$ cat src/sv/fdsa_ram.sv
// Generic single-write, single-read RAM with a registered read port.
// No dependencies.
module fdsa_ram #(
    parameter int WIDTH = 8,
    parameter int DEPTH = 256
) (
    input  logic                                   i_clk,
    input  logic                                   i_we,
    input  logic [((DEPTH > 1) ? $clog2(DEPTH) : 1)-1:0] i_waddr,
    input  logic [WIDTH-1:0]                       i_wdata,
    input  logic [((DEPTH > 1) ? $clog2(DEPTH) : 1)-1:0] i_raddr,
    output logic [WIDTH-1:0]                       o_rdata
);
    logic [WIDTH-1:0] r_mem [DEPTH];
    logic [WIDTH-1:0] r_rdata;

    always_ff @(posedge i_clk) begin
        if (i_we) begin
            r_mem[i_waddr] <= i_wdata;
        end
        r_rdata <= r_mem[i_raddr];
    end

    assign o_rdata = r_rdata;
endmodule

$ cat config.mk
export PLATFORM = sky130hd
export DESIGN_NAME = fdsa_ram
export DESIGN_NICKNAME = d
export VERILOG_FILES = /design/src/sv/fdsa_ram.sv
export SDC_FILE = /design/constraint.sdc
export NUM_CORES = 2
export LEC_CHECK = 0
export BUFFER_PORTS_ARGS = -buffer_cell sky130_fd_sc_hd__buf_4
export CORE_AREA = 2 2 384 386
export CTS_BUF_LIST = sky130_fd_sc_hd__clkbuf_8 sky130_fd_sc_hd__clkbuf_16
export CTS_CLUSTER_SIZE = 10
export DETAILED_ROUTE_END_ITERATION = 8
export DIE_AREA = 0 0 386 388
export PLACE_DENSITY = 0.74
export SLEW_MARGIN = 15
export SYNTH_ARGS = -nofsm -noshare
export SYNTH_HDL_FRONTEND = slang
export SYNTH_SLANG_ARGS = --single-unit
$ cat constraint.sdc
create_clock -name i_clk -period 2.5 [get_ports i_clk]
set_input_delay 0.375 -clock i_clk [delete_from_list [all_inputs] [get_ports i_clk]]
set_output_delay 0.375 -clock i_clk [all_outputs]
set_load 0.05 [all_outputs]
==> run_summary.xml <==
<?xml version="1.0" encoding="UTF-8"?>
<metrics>
  <group name="status">
    <metric name="status" unit="">finished, final reports clean</metric>
  </group>
  <group name="final_layout">
    <metric name="nets" unit="">4457</metric>
    <metric name="final-seq-area" unit="mm^2">0.0617</metric>
    <metric name="area.growth.synth_to_final" unit="%">17.0</metric>
    <metric name="layout.cells.most_common_list" unit="">edfxtp_1 (2,048), buf_4 (616), mux4_2 (454)</metric>
    <metric name="layout-drive-gt1-share" unit="%">31.8</metric>
    <metric name="fin_area" unit="mm^2">0.0931</metric>
    <metric name="filler_cell_count" unit="">9109</metric>
    <metric name="multi_input_comb_area" unit="mm^2">0.0165</metric>
    <metric name="n_antenna_cell" unit="">0</metric>
    <metric name="final_common_cell" unit="">edfxtp_1</metric>
  </group>
  <group name="cts">
    <metric name="root_buffer" unit="">clkbuf_16</metric>
    <metric name="cts_setup_buffers" unit="">0</metric>
    <metric name="clk_pin_slew_worst_paths" unit="ps">60</metric>
    <metric name="cts.sinks" unit="">2056</metric>
    <metric name="htree_num_levels" unit="">4</metric>
    <metric name="tritoncts" unit="">built</metric>
    <metric name="numCtsBuffers" unit="">226</metric>
    <metric name="clock_insertion_delay_worst_skew" unit="ps">870</metric>
    <metric name="clock_tree.buffer_depth" unit="">3</metric>
  </group>
  <group name="setup_path">
    <metric name="r2r_slack" unit="ps">60</metric>
    <metric name="critical_path.max_fanout" unit="">21</metric>
    <metric name="worstSetupStartpointType" unit="">input pin</metric>
    <metric name="critical-path-top-delay-family" unit="">buffers and inverters</metric>
    <metric name="timing.rr.start" unit="">r_mem[169][0]</metric>
    <metric name="timing.setup.critical_path_class" unit="">in2reg</metric>
    <metric name="timing.critical_path.to_type" unit="">flip-flop</metric>
    <metric name="worst-endpoint-required" unit="ps">3260</metric>
    <metric name="timing.reg2reg.worst_path_depth" unit="">6</metric>
    <metric name="path_cells" unit="">buf_8 &gt; buf_4 &gt; buf_12 &gt; buf_12 &gt; mux4_2 &gt; a22oi_1 &gt; a21oi_1 &gt; nor4_1 &gt; buf_4 &gt; nor4_2</metric>
    <metric name="cpMaxStageDelayCell" unit="">nor4_1</metric>
    <metric name="critical_path.n_buffers_inverters" unit="">5</metric>
    <metric name="slowest_delay" unit="ps">590</metric>
    <metric name="worstReg2RegEnd" unit="">o_rdata[0]</metric>
    <metric name="crit_path_dat" unit="ps">3220</metric>
  </group>
  <group name="floorplanning">
    <metric name="die_w" unit="um">386</metric>
    <metric name="floorplan.core_area" unit="mm^2">0.145</metric>
    <metric name="area_of_the_die" unit="mm^2">0.150</metric>
    <metric name="core.rowCount" unit="">140</metric>
    <metric name="die_h" unit="um">388</metric>
    <metric name="floorplan.initialDensity" unit="%">54.8</metric>
    <metric name="io_pins" unit="">34</metric>
  </group>
  <group name="yosys">
    <metric name="postSynthNetCount" unit="">3759</metric>
    <metric name="synth_area_leaders" unit="">edfxtp_1 (77%), mux4_2 (13%), mux2i_1 (1.7%)</metric>
    <metric name="async_flop_share" unit="%">0</metric>
    <metric name="postSynthCellCount" unit="">3733</metric>
    <metric name="postSynthRegisterBits" unit="">2056</metric>
    <metric name="ys.warnings.count" unit="">0</metric>
    <metric name="post-synth-top-area-cell" unit="">edfxtp_1</metric>
    <metric name="synth.lib_cells_used.distinct" unit="">55</metric>
    <metric name="area_share_of_the_largest_cell_type_after_synthesis" unit="%">77.3</metric>
    <metric name="synth.yosys.seq_area_share" unit="%">77.5</metric>
    <metric name="mappedNetlistArea" unit="mm^2">0.0796</metric>
    <metric name="synthFlopType" unit="">edfxtp_1</metric>
    <metric name="synth_edf_count" unit="">2048</metric>
    <metric name="syn-mean-instance-area" unit="um^2">21.3</metric>
  </group>
  <group name="timing">
    <metric name="final_critical_period" unit="ps">2460</metric>
    <metric name="number_of_endpoints_with_negative_hold_slack_in_the_final_report" unit="">0</metric>
    <metric name="tightest_slew" unit="ps">767</metric>
    <metric name="final_setup_viols" unit="">0</metric>
    <metric name="finalClockSkew" unit="ps">62.5</metric>
    <metric name="post-route-period-util" unit="%">98.4</metric>
    <metric name="slew_violations" unit="">0</metric>
    <metric name="timing.fmax" unit="MHz">407</metric>
    <metric name="rsz0062_at_grt" unit="">false</metric>
    <metric name="max-slew-margin-rel" unit="%">48.7</metric>
  </group>
  <group name="power_and_ir_drop">
    <metric name="powerDensity" unit="mW/mm^2">762</metric>
    <metric name="internal_power" unit="W">0.0558</metric>
    <metric name="leakage" unit="nW">30.3</metric>
    <metric name="worst_ir_drop_vdd" unit="V">0.000823</metric>
    <metric name="power.combinational.fraction" unit="%">5.6</metric>
    <metric name="power.clock.fraction" unit="%">40.6</metric>
    <metric name="switching_share" unit="%">21.3</metric>
    <metric name="power_frac_seq" unit="%">53.7</metric>
    <metric name="finalPower" unit="W">0.0709</metric>
    <metric name="p_switching" unit="W">0.0151</metric>
  </group>
  <group name="detailed_routing">
    <metric name="route.detailed.vias_per_inst" unit="">6.51</metric>
    <metric name="dr_total_vias" unit="">41700</metric>
    <metric name="total_routed_wirelength" unit="um">196000</metric>
    <metric name="drt_first_iter_violations" unit="">5723</metric>
    <metric name="postRouteAntennaNets" unit="">0</metric>
    <metric name="drcViolationCount" unit="">0</metric>
    <metric name="post_drt_wl_per_cell" unit="um">30.7</metric>
    <metric name="drt-pass1-iter-count" unit="">7</metric>
  </group>
  <group name="hold_path">
    <metric name="hold_path_end" unit="">r_mem[163][3]</metric>
    <metric name="hold_path_cell_cnt" unit="">1</metric>
    <metric name="hp-start" unit="">i_wdata[3]</metric>
    <metric name="class_of_the_worst_hold_path" unit="">in2reg</metric>
  </group>
  <group name="global_route">
    <metric name="antenna_found_initial" unit="">10</metric>
    <metric name="grt_use_total" unit="%">26.7</metric>
    <metric name="first_global_vias" unit="">42000</metric>
    <metric name="grt_overflow" unit="">0</metric>
    <metric name="grt_first_pass_wirelength" unit="um">288000</metric>
    <metric name="maximum_number_of_pins_on_one_net_before_global_route_repair" unit="">97</metric>
  </group>
  <group name="place">
    <metric name="port_buffers" unit="">33</metric>
    <metric name="post_dp_hpwl" unit="um">124000</metric>
    <metric name="placement.cell_area" unit="mm^2">0.0868</metric>
    <metric name="globalplace.congestion" unit="">0.900</metric>
  </group>
  <group name="flow_run">
    <metric name="drv.max_cap_violation_count" unit="">0</metric>
  </group>
</metrics>
[registers in the layout (all words and copies together), names as in the netlist]
signal and flops:
r_mem 2048, o_rdata 8
[metal layers]
metal  global-route usage [%]  vias to the layer above  wire [um]
li1                         -                    17000          -
met1                     37.2                    21700      72900
met2                     42.0                     2647      96000
met3                     6.30                      362      21200
met4                     8.82                       14       6280
met5                        0                        -         91
[worst max path at each step]
stage / slack [ps] / startpoint / to / cells past startpoint
after floorplan: 190 / i_raddr[0] / o_rdata[2] / 9
after global placement: -980 / i_raddr[0] / o_rdata[7] / 12
after detailed placement: -950 / i_raddr[0] / o_rdata[7] / 12
after CTS: 70 / r_mem[84][2] / o_rdata[2] / 5
after global routing: 10 / i_raddr[0] / o_rdata[5] / 10
final: 40 / i_raddr[0] / o_rdata[0] / 10
[metrics by stage]
step,hold WS (ps),setup TNS (ps),utilization (%),instances,setup slack [ps]
after floorplan,474,0,-,3733,187
after global placement,825,-6140,59.7,6115,-978
after detailed placement,831,-6110,59.7,6115,-946
after CTS,51.7,0,64.1,6399,66.1
after global routing,96.3,0,64.1,6399,13.3
final,81.2,0,64.1,6399,40.8
[cells in the mapped netlist, drive strengths merged (2+ instances only)]
master,instances
edfxtp,2048
o22ai,28
nor2b,31
a21oi,96
a31oi,2
nor3,22
o32ai,5
a211oi,16
a311oi,2
or2,4
o211ai,10
a22oi,133
nand3b,2
nand2,33
nand4,10
nand2b,8
nor4,27
nand3,34
mux4,456
and3b,2
o21ai,12
a2111oi,5
a22o,8
dfxtp,8
mux2i,134
o221ai,47
buf,122
nor2,282
a221oi,14
and2,6
o22a,5
clkbuf,111
[repair_timing]
action,CTS,global route
resized for setup,3,4
hold buffers,5,0
endpoints found under the hold margin,168,0
setup endpoints to repair,3,3
[power groups by stage]
stage | registers (W) | clock network [W] | logic (W)
global placement | 0.0388 | 0 | 0.00387
detailed placement | 0.0388 | 0 | 0.00393
global route | 0.0381 | 0.0304 | 0.00419
floorplan | 0.0388 | 0 | 0.00185
CTS | 0.0381 | 0.0291 | 0.00398
finish | 0.0381 | 0.0288 | 0.00399
[final cells by class]
class,instances,area share (%)
timing repair buffer,703,6.73
tap,1917,2.58
clock buffer,226,6.08
sequential,2056,66.2
inverter,2,0.00807
multi-input combinational,1442,17.8
clock inverter,53,0.616
[cell families after synthesis]
group	count (synthesis)	share of synthesized area, %
multiplexers	591	14.6
flip-flops	2056	77.5
AND/OR/NAND/NOR	466	2.63
AO/OA/AOI/OAI	385	3.42
buffers and inverters	235	1.83
Power figures use the tool's default switching activity.
